**src/iwg_pkg.sv**
```systemverilog
`timescale 1ns / 1ps
// ----------------------------------------------------------------------------
// iwg_pkg
// Shared types and constants for the im2col window gather block.
// ----------------------------------------------------------------------------
package iwg_pkg;

	localparam int SIDE_BITS = 6;
	localparam int ADDR_BITS = 2 * SIDE_BITS;
	localparam int MROW_BITS = 12;
	localparam int MCOL_BITS = 14;
	localparam int DIM_BITS  = 7;
	localparam int KER_BITS  = 3;
	localparam int CHN_BITS  = 9;
	localparam int CHAN_BITS = 8;
	localparam int TAP_BITS  = 6;
	localparam int CIDX_BITS = 3;

	localparam logic [DIM_BITS-1:0] MAX_SIDE = DIM_BITS'(1 << SIDE_BITS);

	localparam logic CMD_STORE = 1'b0;
	localparam logic CMD_EMIT  = 1'b1;

	localparam logic [CIDX_BITS-1:0] CFG_IMAGE_HEIGHT  = 3'd0;
	localparam logic [CIDX_BITS-1:0] CFG_IMAGE_WIDTH   = 3'd1;
	localparam logic [CIDX_BITS-1:0] CFG_KERNEL_HEIGHT = 3'd2;
	localparam logic [CIDX_BITS-1:0] CFG_KERNEL_WIDTH  = 3'd3;
	localparam logic [CIDX_BITS-1:0] CFG_CHANNEL_COUNT = 3'd4;

	typedef struct packed {
		logic [DIM_BITS-1:0] height;
		logic [DIM_BITS-1:0] width;
		logic [KER_BITS-1:0] kh;
		logic [KER_BITS-1:0] kw;
		logic [CHN_BITS-1:0] chans;
	} cfg_t;

	typedef struct packed {
		logic                 err;
		logic                 pad;
		logic                 last;
		logic [ADDR_BITS-1:0] addr;
		logic [MROW_BITS-1:0] mrow;
		logic [MCOL_BITS-1:0] mcol;
	} tap_t;

endpackage

```
**src/iwg_madd.sv**
```systemverilog
`timescale 1ns / 1ps
// ----------------------------------------------------------------------------
// iwg_madd
// Shared multiply-add unit with a registered result: p = a * b + c.
// ----------------------------------------------------------------------------
module iwg_madd (
	input  logic        clk,
	input  logic [7:0]  a,
	input  logic [6:0]  b,
	input  logic [5:0]  c,
	output logic [14:0] p_q
);

	always_ff @(posedge clk) begin
		p_q <= 15'(a * b) + {9'b0, c};
	end

endmodule

```
**src/iwg_seq.sv**
```systemverilog
`timescale 1ns / 1ps
// ----------------------------------------------------------------------------
// iwg_seq
// Emit sequencer: runs the setup products through the shared multiply-add
// unit, then walks the kernel window one tap per request taken.
// ----------------------------------------------------------------------------
module iwg_seq (
	input  logic                          clk,
	input  logic                          arst_n,
	input  iwg_pkg::cfg_t                 cfg,
	input  logic                          start,
	input  logic [iwg_pkg::SIDE_BITS-1:0] row,
	input  logic [iwg_pkg::SIDE_BITS-1:0] col,
	input  logic [iwg_pkg::CHAN_BITS-1:0] channel,
	output logic                          busy,
	output logic                          tap_valid,
	output iwg_pkg::tap_t                 tap,
	input  logic                          take
);
	import iwg_pkg::*;

	typedef enum logic [6:0] {
		S_IDLE   = 7'b0000001,
		S_AREA   = 7'b0000010,
		S_BASE   = 7'b0000100,
		S_ROW    = 7'b0001000,
		S_LAUNCH = 7'b0010000,
		S_RUN    = 7'b0100000,
		S_ERR    = 7'b1000000
	} state_t;

	state_t                state_q;
	logic [SIDE_BITS-1:0]  row_q;
	logic [SIDE_BITS-1:0]  col_q;
	logic [CHAN_BITS-1:0]  chan_q;
	logic [MCOL_BITS-1:0]  base_q;
	logic [MROW_BITS-1:0]  mrow_q;
	logic [KER_BITS-1:0]   i_q;
	logic [KER_BITS-1:0]   j_q;
	logic [TAP_BITS-1:0]   tap_q;

	logic [7:0]            ma;
	logic [6:0]            mb;
	logic [5:0]            mc;
	logic [14:0]           prod;
	logic                  bad;
	logic [KER_BITS-2:0]   hr;
	logic [KER_BITS-2:0]   hc;
	logic [DIM_BITS-1:0]   trb;
	logic [DIM_BITS-1:0]   tcb;
	logic [DIM_BITS-1:0]   tr;
	logic [DIM_BITS-1:0]   tc;
	logic                  in_r;
	logic                  in_c;
	logic                  last_tap;

	iwg_madd u_madd (
		.clk (clk),
		.a   (ma),
		.b   (mb),
		.c   (mc),
		.p_q (prod)
	);

	always_comb begin
		ma = {5'b0, cfg.kh};
		mb = {4'b0, cfg.kw};
		mc = '0;
		case (state_q)
			S_BASE: begin
				ma = chan_q;
				mb = {1'b0, prod[5:0]};
			end
			S_ROW: begin
				ma = {2'b0, row_q};
				mb = cfg.width;
				mc = col_q;
			end
			default: begin
			end
		endcase
	end

	assign bad = !cfg.kh[0] || !cfg.kw[0] ||
		cfg.height == '0 || cfg.height > MAX_SIDE ||
		cfg.width == '0 || cfg.width > MAX_SIDE ||
		{1'b0, row} >= cfg.height || {1'b0, col} >= cfg.width ||
		{1'b0, channel} >= cfg.chans;

	// taps are offset by the half kernel so the sums stay unsigned
	assign hr       = cfg.kh[KER_BITS-1:1];
	assign hc       = cfg.kw[KER_BITS-1:1];
	assign trb      = {1'b0, row_q} + {4'b0, i_q};
	assign tcb      = {1'b0, col_q} + {4'b0, j_q};
	assign tr       = trb - {5'b0, hr};
	assign tc       = tcb - {5'b0, hc};
	assign in_r     = trb >= {5'b0, hr} && tr < cfg.height;
	assign in_c     = tcb >= {5'b0, hc} && tc < cfg.width;
	assign last_tap = i_q == cfg.kh - 3'd1 && j_q == cfg.kw - 3'd1;

	assign busy      = state_q != S_IDLE;
	assign tap_valid = state_q == S_RUN || state_q == S_ERR;

	always_comb begin
		tap = '0;
		if (state_q == S_ERR) begin
			tap.err  = 1'b1;
			tap.last = 1'b1;
		end else begin
			tap.pad  = !(in_r && in_c);
			tap.last = last_tap;
			tap.addr = {tr[SIDE_BITS-1:0], tc[SIDE_BITS-1:0]};
			tap.mrow = mrow_q;
			tap.mcol = base_q + {8'b0, tap_q};
		end
	end

	always_ff @(posedge clk or negedge arst_n) begin
		if (!arst_n) begin
			state_q <= S_IDLE;
		end else begin
			case (state_q)
				S_IDLE:   if (start) state_q <= bad ? S_ERR : S_AREA;
				S_AREA:   state_q <= S_BASE;
				S_BASE:   state_q <= S_ROW;
				S_ROW:    state_q <= S_LAUNCH;
				S_LAUNCH: state_q <= S_RUN;
				S_RUN:    if (take && last_tap) state_q <= S_IDLE;
				S_ERR:    if (take) state_q <= S_IDLE;
				default:  state_q <= S_IDLE;
			endcase
		end
	end

	always_ff @(posedge clk) begin
		if (start) begin
			row_q  <= row;
			col_q  <= col;
			chan_q <= channel;
			i_q    <= '0;
			j_q    <= '0;
			tap_q  <= '0;
		end
		if (state_q == S_ROW) begin
			base_q <= prod[MCOL_BITS-1:0];
		end
		if (state_q == S_LAUNCH) begin
			mrow_q <= prod[MROW_BITS-1:0];
		end
		// advance kernel column, wrap into the next kernel row
		if (state_q == S_RUN && take) begin
			tap_q <= tap_q + 6'd1;
			if (j_q == cfg.kw - 3'd1) begin
				j_q <= '0;
				i_q <= i_q + 3'd1;
			end else begin
				j_q <= j_q + 3'd1;
			end
		end
	end

endmodule

```
**config.mk**
```make
export PLATFORM = sky130hd
export DESIGN_NAME = iwg_seq
export DESIGN_NICKNAME = d
export VERILOG_FILES = /design/src/iwg_pkg.sv /design/src/iwg_madd.sv /design/src/iwg_seq.sv
export SDC_FILE = /design/constraint.sdc
export NUM_CORES = 1
export LEC_CHECK = 0
export BUFFER_PORTS_ARGS = -buffer_cell sky130_fd_sc_hd__buf_2
export CORE_UTILIZATION = 59
export CTS_CLUSTER_SIZE = 25
export DETAILED_ROUTE_END_ITERATION = 10
export PLACE_DENSITY = 0.8
export SLEW_MARGIN = 10
export SYNTH_ARGS = -nofsm -noshare
export SYNTH_HDL_FRONTEND = slang
export SYNTH_SLANG_ARGS = --single-unit
```
**constraint.sdc**
```tcl
create_clock -name clk -period 7.4 [get_ports clk]
set_clock_uncertainty 0.15 [all_clocks]
set_input_delay 1.48 -clock clk [delete_from_list [all_inputs] [get_ports clk]]
set_output_delay 1.48 -clock clk [all_outputs]
set_load 0.005 [all_outputs]
```
==> flow_metrics.env, run 1 <==
export IMPL_status="finished, final reports clean"
export IMPL_antenna_found_initial=0
export IMPL_whs_ns=0.286
export IMPL_gp_congestion=0.898
export IMPL_hold_violations=0
export IMPL_grt_pass1_wl_um=26800
export IMPL_seq_area_mm2=0.00217
export IMPL_yosysWarnings=0
export IMPL_fill_cells=873
export IMPL_numPortBuffers=95
export IMPL_cts_setup_buffers=0
export IMPL_nets=991
export IMPL_ys_seq_elements=79
export IMPL_rsz0062_at_grt="no"
export IMPL_synth_fp_nets=892
export IMPL_ys_flop_type="edfxtp_1"
export IMPL_wl_per_cell_um=16.5
export IMPL_routed_wl_um=15800
export IMPL_total_power_uw=1390
export IMPL_cts_sinks=79
export IMPL_cts_max_path_buffers=2
export IMPL_cp_start_kind="flip-flop"
export IMPL_io_pins=96
export IMPL_place_ws_ns=0.857
export IMPL_via_per_inst=5.79
export IMPL_ys_seq_area_share_pct=31.2
export IMPL_hp_class="flip-flop to flip-flop"
export IMPL_holdBufCountCts=0
export IMPL_cts_root_buf="clkbuf_16"
export IMPL_cts_reportedPaths_clkPinSlew_ns=0.06
export IMPL_syn_cell_area_mm2=0.00696
export IMPL_switching_power_uw=431
export IMPL_rr_startpoint="state_q[2]"
export IMPL_multi_input_area_mm2=0.00434
export IMPL_required_ns=7.53
export IMPL_cp_arrival_ns=6.73
export IMPL_clk_latency_ns=0.35
export IMPL_core_mm2=0.0115
export IMPL_n_antenna_cell=0
export IMPL_slew_viol_final=0
export IMPL_peakVddDrop_v=0.000149
export IMPL_maxCapViolations=0
export IMPL_cp_startpoint="state_q[2]"
export IMPL_grt_usage_pct=27.5
export IMPL_setup_viol=0
export IMPL_grt_pass1_vias=5723
export IMPL_layout_min_cycle_time_ns=6.60
export IMPL_cp_max_fo=18
export IMPL_avgSynthCellArea_um2=9.77
export IMPL_fmax_mhz=151
export IMPL_cts_tree="done"
export IMPL_power_density_mw_per_mm2=176
export IMPL_worstSetupPathType="flip-flop to flip-flop"
export IMPL_finalSetupTns_ns=0
export IMPL_swShare_pct=31.0
export IMPL_vias=5554
export IMPL_fin_ws_ns=0.797
export IMPL_synth_edff_count=55
export IMPL_synthCells=712
export IMPL_p_leak_uw=0.00362
export IMPL_ctsResizeCount=0
export IMPL_cts_max_level=3
export IMPL_die_w_um=111
export IMPL_die_y_um=111
export IMPL_fin_crit_sh_pct=89.2
export IMPL_p_seq_share_pct=37.7
export IMPL_num_rows=39
export IMPL_pwr_share_clk_pct=35.2
export IMPL_initial_core_util_pct=60.7
export IMPL_max_slew_margin_pct=41.2
export IMPL_final_core_util_pct=69.0
export IMPL_drc=0
export IMPL_syn2layout_area_growth_pct=13.7
export IMPL_ys_types=66
export IMPL_end_kind="flip-flop"
export IMPL_dr_pass1_iters=5
export IMPL_grt_max_degree=31
export IMPL_drive_above_1_share_pct=17.4
export IMPL_p_comb_share_pct=27.1
export IMPL_final_antenna_net_count=0
export IMPL_drt_initial_drc_count=244
export IMPL_worst_pin_slew_ns=0.875
export IMPL_synthArstFlopShare_pct=8.86
export IMPL_p_int_uw=961
export IMPL_grt_overflow=0
export IMPL_hp_start="u_madd.p_q[13]"
export IMPL_dieArea_mm2=0.0122
export IMPL_cts_made_buffers=9
export IMPL_hpwl_um=12800
## flip-flops by register name, summed over array words and instances (netlist names)
register	cells
tap_q	6
mrow_q	12
i_q	3
u_madd.p_q	14
j_q	3
col_q	6
base_q	14
row_q	6
state_q	7
chan_q	8
## through the flow
stage          instances  instance area, um^2
4_1_cts              959                 7910
5_1_grt              959                 7910
3_5_place_dp         943                 7580
2_1_floorplan        712                 6960
6_report             959                 7910
3_3_place_gp         943                 7580
## layout by cell type, fill, tap and decap left out, types with 8 or more instances in the layout
| master | n |
|---|---|
| ha_1 | 88 |
| edfxtp_1 | 55 |
| o21ai_0 | 17 |
| nand2_1 | 21 |
| a211oi_1 | 8 |
| nor2b_1 | 30 |
| nor2_1 | 80 |
| nand2b_1 | 13 |
| dfxtp_1 | 17 |
| xor2_1 | 17 |
| fa_1 | 39 |
| clkbuf_16 | 9 |
| buf_2 | 95 |
| nor3_1 | 15 |
| inv_1 | 105 |
| a21oi_1 | 26 |
| xnor2_1 | 34 |
| nand3_1 | 14 |
## power by group through the flow
stage	combinational (uW)	sequential, uW	clock [uW]
3_5_place_dp	373	533	0
6_report	377	524	491
2_1_floorplan	233	524	0
3_3_place_gp	357	531	0
4_1_cts	377	524	493
5_1_grt	418	526	512
## cell families (layout without fill, tap and decap cells)
group,count (synthesis),after routing,synth area share (%)
AND/OR/NAND/NOR,226,226,17.1
buffers and inverters,116,220,6.60
adder cells (fa/ha/maj),127,127,27.0
XOR/XNOR,51,51,6.42
multiplexers,6,6,0.881
flip-flops,79,79,31.2
AO/OA/AOI/OAI,106,106,10.7
other,1,1,0.0539
## cells in the mapped netlist, drive strengths merged, types with 4 or more instances
cell type,n,area (um^2)
nor3,16,91.3
nand2,23,91.3
xnor2,34,298
a21oi,31,174
xor2,17,149
fa,39,781
a211oi,8,60.1
and3,5,31.3
mux2i,5,50.1
dfrtp,6,150
buf,6,45.0
or2,11,68.8
a22o,6,52.6
clkbuf,5,20.0
nor2,82,318
a22oi,6,65.1
o22ai,4,25.0
o21bai,4,30.0
o21ai,17,85.1
dfxtp,17,340
o21a,5,37.5
edfxtp,55,1650
nor4,8,80.1
nand2b,13,81.3
nand3,14,70.1
and4,4,35.0
ha,88,1100
inv,105,394
nor2b,30,188
nand4,5,31.3
and2,6,37.5
## metal layers
layer	track usage [%]	part of all wire, %
met1	34.5	43
met2	46.7	49
met3	6.26	5.8
met4	9.42	2.0
met5	0	0
## path summary, 6_finish.rpt
kind                                  end  slack, ns  cells past startpoint
min in group asynchronous      state_q[3]       0.80                      1
max                        u_madd.p_q[13]       0.80                     18
min                            base_q[13]       0.29                      0
max in group asynchronous      state_q[0]       6.07                      1
max reg2reg                u_madd.p_q[13]       0.80                     18
min reg2reg                    base_q[13]       0.29                      0
## area by class of cell
cell class | instances | share of cell area (%)
clock buffers | 9 | 2.85
multi-input cells | 517 | 54.8
inverters | 105 | 4.98
clock inverters | 7 | 1.30
well taps | 143 | 2.26
repair buffers | 99 | 6.39
flip-flops and latches | 79 | 27.4
## worst max-delay path: stages (launching register included)
cell	delay, ns
dfrtp_1	0.42
or4_1	0.75
nor3_4	0.64
nor2_2	0.20
a21oi_2	0.41
nor2_1	0.11
fa_1	0.53
inv_1	0.05
fa_1	0.48
fa_1	0.52
fa_1	0.55
inv_1	0.04
ha_1	0.35
nand3_1	0.12
o211ai_1	0.12
o41ai_1	0.59
o31ai_1	0.16
a21oi_1	0.20
xnor2_1	0.13
Power figures use the tool's default switching activity.
==> run 2, diff against run 1 <==
- CORE_UTILIZATION: 59 -> 54
- PLACE_DENSITY: 0.8 -> 0.76
- SYNTH_HIERARCHICAL: unset -> 1
- clock period: 7.4 -> 5.9 ns (I/O delays scaled with it)
==> run 2 against run 1 <==
Net effect:
- first-iteration DRC count rose by 46%
- clock power rose by 12%
- wire length about the same
- cell count grew 4.8%
- setup slack got worse by 0.57 ns
- critical path type is now flip-flop to primary output
- critical endpoint is now tap[39]
- highest routed layer unchanged
==> flow_metrics.env, run 2 <==
export IMPL_status="finished, final reports clean"
export IMPL_finalNonFillerCells=1005
export IMPL_cts_made_buffers=9
export IMPL_synthCells=716
export IMPL_grt_pass1_vias=5342
export IMPL_cts_sinks=79
export IMPL_finalSetupTns_ns=0
export IMPL_swShare_pct=29.9
export IMPL_p_comb_share_pct=26.8
export IMPL_cts_reportedPaths_clkPinSlew_ns=0.06
export IMPL_layout_common_cells="buf_2 (95), inv_1 (90), ha_1 (88), edfxtp_1 (55)"
export IMPL_num_rows=41
export IMPL_avgSynthCellArea_um2=9.78
export IMPL_path_cells="ha_1 -> fa_1 -> ha_1 -> a211oi_4 -> mux2_1 -> o22ai_1 -> xor2_1 -> ha_1 -> o21ai_0 -> nor2_1 -> a2111oi_1 -> o21ai_0 -> a21oi_1 -> a21oi_1 -> buf_2"
export IMPL_cts_max_level=3
export IMPL_hp_class="flip-flop to flip-flop"
export IMPL_syn2layout_area_growth_pct=16.1
export IMPL_fmax_mhz=176
export IMPL_yosysWarnings=6
export IMPL_final_common_cell="buf_2"
export IMPL_power_density_mw_per_mm2=203
export IMPL_drc=0
export IMPL_fin_ws_ns=0.230
export IMPL_fin_crit_sh_pct=96.1
export IMPL_io_pins=96
export IMPL_max_slew_margin_pct=36.2
export IMPL_cp_slowest_cell="fa_1"
export IMPL_grt_overflow=0
export IMPL_end_kind="primary output"
export IMPL_synth_fp_nets=899
export IMPL_top_regs="base_q (14), u_madd/p_q (14), mrow_q (12)"
export IMPL_final_antenna_net_count=0
export IMPL_holdBufCountCts=0
export IMPL_wl_per_cell_um=15.7
export IMPL_peakVddDrop_v=0.000112
export IMPL_die_y_um=116
export IMPL_total_power_uw=1650
export IMPL_grt_pass1_wl_um=25400
export IMPL_clk_latency_ns=0.34
export IMPL_cts_tree="done"
export IMPL_cts_root_buf="clkbuf_16"
export IMPL_dr_pass1_iters=5
export IMPL_hold_violations=0
export IMPL_numPortBuffers=95
export IMPL_p_leak_uw=0.00387
export IMPL_grt_max_degree=29
export IMPL_worst_pin_slew_ns=0.953
export IMPL_place_ws_ns=0.0899
export IMPL_maxCapViolations=0
export IMPL_vias=5482
export IMPL_nets=1011
export IMPL_cp_max_fo=4
export IMPL_die_w_um=116
export IMPL_cp_start_kind="flip-flop"
export IMPL_drive_above_1_share_pct=18.5
export IMPL_layout_min_cycle_time_ns=5.67
export IMPL_routed_wl_um=15800
export IMPL_placedCellCount=986
export IMPL_hpwl_um=12800
export IMPL_via_per_inst=5.45
export IMPL_pwr_share_clk_pct=33.5
export IMPL_slowest_delay_ns=0.49
export IMPL_syn_cell_area_mm2=0.00700
export IMPL_n_antenna_cell=0
export IMPL_antenna_found_initial=0
export IMPL_rsz0062_at_grt="no"
export IMPL_cpLargestDelayFamily="adder cells"
export IMPL_initial_core_util_pct=55.5
export IMPL_whs_ns=0.255
export IMPL_p_seq_share_pct=39.7
export IMPL_cp_arrival_ns=4.34
export IMPL_required_ns=4.57
export IMPL_switching_power_uw=493
export IMPL_cts_max_path_buffers=2
export IMPL_drt_initial_drc_count=357
export IMPL_gp_congestion=0.970
export IMPL_slew_viol_final=0
export IMPL_worstSetupPathType="flip-flop to primary output"
export IMPL_setup_viol=0
export IMPL_path_common_cell="ha_1"
export IMPL_p_int_uw=1150
export IMPL_dieArea_mm2=0.0134
export IMPL_core_mm2=0.0126
export IMPL_worst_path_buf_inv=1
export IMPL_grt_usage_pct=24.3
-- run 2: cell count changes in the layout (fill, tap and decap cells not counted), moves of 8 or more --
cell	previous run	this run
inv_1	105	90
and2_1	6	51
nor2b_1	30	22
nand2_1	21	46
a21o_1	3	12
nor2_1	80	51
buf_4	4	13
xnor2_1	34	24
-- run 2: path summary, 6_finish.rpt --
check	slack (ns)	from	cells after the start	to
setup reg to reg	0.27	state_q[3]	18	u_madd/p_q[11]
max in group asynchronous	4.85	arst_n	1	state_q[0]
hold / removal	0.26	u_madd/p_q[13]	0	base_q[13]
hold reg to reg	0.26	u_madd/p_q[13]	0	base_q[13]
setup / recovery	0.23	row_q[0]	15	tap[39]
min in group asynchronous	0.51	arst_n	1	state_q[1]
-- run 2: metrics by stage --
| stage | area, um^2 | utilization (%) |
|---|---|---|
| after floorplan | 7000 | - |
| after global placement | 7740 | 61.3 |
| after detailed placement | 7740 | 61.3 |
| after CTS | 8030 | 63.6 |
| after global routing | 8130 | 64.4 |
| final | 8130 | 64.4 |
-- run 2: final cells by class --
type                            instances  area [um^2]
Clock buffer                           11          233
Clock inverter                          5         56.3
Multi-Input combinational cell        537         4520
Sequential cell                        79         2170
Tap cell                              172          215
Timing Repair Buffer                  110          596
Fill cell                            1053         4490
Inverter                               91          342
-- run 2: repair_timing --
item,4_1_cts,5_1_grt
gates resized for setup,0,22
endpoints found under the setup margin,0,7
setup buffers,0,2
-- run 2: layer usage --
| metal | track usage, % | share of wire [%] | vias to the layer above |
|---|---|---|---|
| met5 | 0 | 0 | - |
| met2 | 40.9 | 49 | 158 |
| li1 | - | - | 2676 |
| met1 | 31.9 | 44 | 2621 |
| met4 | 8.80 | 2.1 | 0 |
| met3 | 3.71 | 4.4 | 27 |
-- run 2: power groups by stage --
stage                     registers [uW]  clock network (uW)  logic, uW
after global routing                 657                 577        498
after global placement               663                   0        416
after CTS                            653                 556        433
final                                654                 552        441
after floorplan                      652                   0        268
after detailed placement             664                   0        430
==> run 3, diff against run 2 <==
- CORE_UTILIZATION: 54 -> 50
- PLACE_DENSITY: 0.76 -> 0.72
==> run 3 against run 2 <==
Net effect:
- global-route usage fell by 0.70 points
- utilization fell by 3.5 points
- worst hold slack improved by 0.0015 ns
- sequential share of layout area fell by 0.22 points
- die area rose by 7.9%
- count of clock-buffer cells in the layout did not move
- cell count rose by 0.60%
- critical path depth rose by 4
- combinational power rose by 1%
- largest power group unchanged
- highest routed layer unchanged
==> flow_metrics.env, run 3 (synthesis gave the netlist of run 2 again) <==
export IMPL_setup_viol=0
export IMPL_top_regs="base_q (14), u_madd/p_q (14), mrow_q (12)"
export IMPL_end_kind="flip-flop"
export IMPL_grt_max_degree=36
export IMPL_routed_wl_um=16400
export IMPL_seq_area_mm2=0.00217
export IMPL_cts_made_buffers=9
export IMPL_cp_slowest_cell="fa_1"
export IMPL_cts_sinks=79
export IMPL_antenna_found_initial=0
export IMPL_path_cells="or2_1 -> or4_4 -> nor3b_4 -> buf_6 -> buf_12 -> buf_4 -> a22o_1 -> and2_1 -> fa_1 -> fa_1 -> fa_1 -> inv_1 -> fa_1 -> inv_1 -> ha_2 -> a21o_1 -> and2_1 -> or4_1 -> nand4_1"
export IMPL_core_mm2=0.0135
export IMPL_clk_latency_ns=0.34
export IMPL_hp_class="flip-flop to flip-flop"
export IMPL_worst_r2r_setup_slack_ns=0.22
export IMPL_finalSetupTns_ns=0
export IMPL_grt_overflow=0
export IMPL_via_per_inst=5.46
export IMPL_cts_reportedPaths_clkPinSlew_ns=0.06
export IMPL_status="finished, final reports clean"
export IMPL_grt_usage_pct=23.6
export IMPL_peakVddDrop_v=0.000127
export IMPL_vias=5517
export IMPL_die_y_um=120
export IMPL_drt_initial_drc_count=377
export IMPL_path_common_cell="fa_1"
export IMPL_final_core_util_pct=60.9
export IMPL_initial_core_util_pct=52.1
export IMPL_layout_min_cycle_time_ns=5.68
export IMPL_syn2layout_area_growth_pct=17.0
export IMPL_layout_common_cells="buf_2 (95), inv_1 (90), ha_1 (87), edfxtp_1 (55), nor2_1 (51)"
export IMPL_multi_input_area_mm2=0.00452
export IMPL_slew_viol_final=0
export IMPL_max_slew_margin_pct=33.8
export IMPL_maxCapViolations=0
export IMPL_hpwl_um=13400
export IMPL_final_common_cell="buf_2"
export IMPL_holdBufCountCts=0
export IMPL_final_antenna_net_count=0
export IMPL_cp_max_fo=8
export IMPL_dr_pass1_iters=4
export IMPL_hold_violations=0
export IMPL_numPortBuffers=95
export IMPL_placed_cell_area_mm2=0.00773
export IMPL_worstSetupPathType="flip-flop to flip-flop"
export IMPL_power_density_mw_per_mm2=209
export IMPL_dieArea_mm2=0.0145
export IMPL_cts_max_level=3
export IMPL_cts_root_buf="clkbuf_16"
export IMPL_nets=1013
export IMPL_fill_cells=1188
export IMPL_design_area_mm2=0.00819
export IMPL_fmax_mhz=176
export IMPL_drc=0
export IMPL_io_pins=96
export IMPL_whs_ns=0.257
export IMPL_required_ns=6.03
export IMPL_grt_pass1_vias=5607
export IMPL_num_rows=42
export IMPL_fin_crit_sh_pct=96.2
export IMPL_die_w_um=120
export IMPL_slowest_delay_ns=0.54
export IMPL_cts_tree="done"
export IMPL_cpLargestDelayFamily="adder cells"
export IMPL_cts_max_path_buffers=2
export IMPL_drive_above_1_share_pct=19.3
export IMPL_grt_pass1_wl_um=26700
export IMPL_cp_start_kind="flip-flop"
export IMPL_n_antenna_cell=0
export IMPL_cp_arrival_ns=5.81
export IMPL_worst_path_buf_inv=5
export IMPL_p_leak_uw=0.00389
export IMPL_gp_congestion=0.932
export IMPL_total_power_uw=1710
export IMPL_wl_per_cell_um=16.3
export IMPL_worst_pin_slew_ns=0.989
run 3: metrics by stage:
stage,std cells,setup WS (ns)
2_1_floorplan,716,0.278
3_3_place_gp,988,0.268
3_5_place_dp,988,0.135
4_1_cts,1004,0.0980
5_1_grt,1011,-0.0243
6_report,1011,0.221
run 3: report_power, final:
part	leakage, uW	total (uW)	switching, uW	internal (uW)
clock network	0.000157	607	225	382
logic	0.00299	447	243	203
registers	0.000740	656	33.2	623
total	0.00389	1710	501	1210
run 3: final cells by class:
| cell class | count | area share (%) |
|---|---|---|
| clock buffers | 11 | 2.96 |
| clock inverters | 5 | 0.993 |
| inverters | 91 | 4.17 |
| multi-input cells | 537 | 55.2 |
| flip-flops and latches | 79 | 26.5 |
| well taps | 176 | 2.69 |
| repair buffers | 112 | 7.56 |
run 3: path summary, 6_finish.rpt:
| path | from | endpoint | cells after the start |
|---|---|---|---|
| min in group asynchronous | arst_n | state_q[1] | 1 |
| worst min register to register | u_madd/p_q[13] | base_q[13] | 0 |
| max in group asynchronous | arst_n | state_q[0] | 1 |
| worst min-delay path | u_madd/p_q[13] | base_q[13] | 0 |
| worst max-delay path | state_q[3] | u_madd/p_q[11] | 19 |
| worst max register to register | state_q[3] | u_madd/p_q[11] | 19 |
run 3: routing by layer:
layer | up-vias | GRT usage, % | share of wire (%)
met5 | - | 0 | 0
met4 | 0 | 9.41 | 2.1
met3 | 27 | 3.02 | 4.0
met2 | 154 | 39.6 | 49
met1 | 2650 | 31.0 | 45
li1 | 2686 | - | -
run 3: what timing repair did:
item                       CTS  global route
buffers inserted             0             7
gates resized for setup      0            22
setup endpoints to repair    0             5
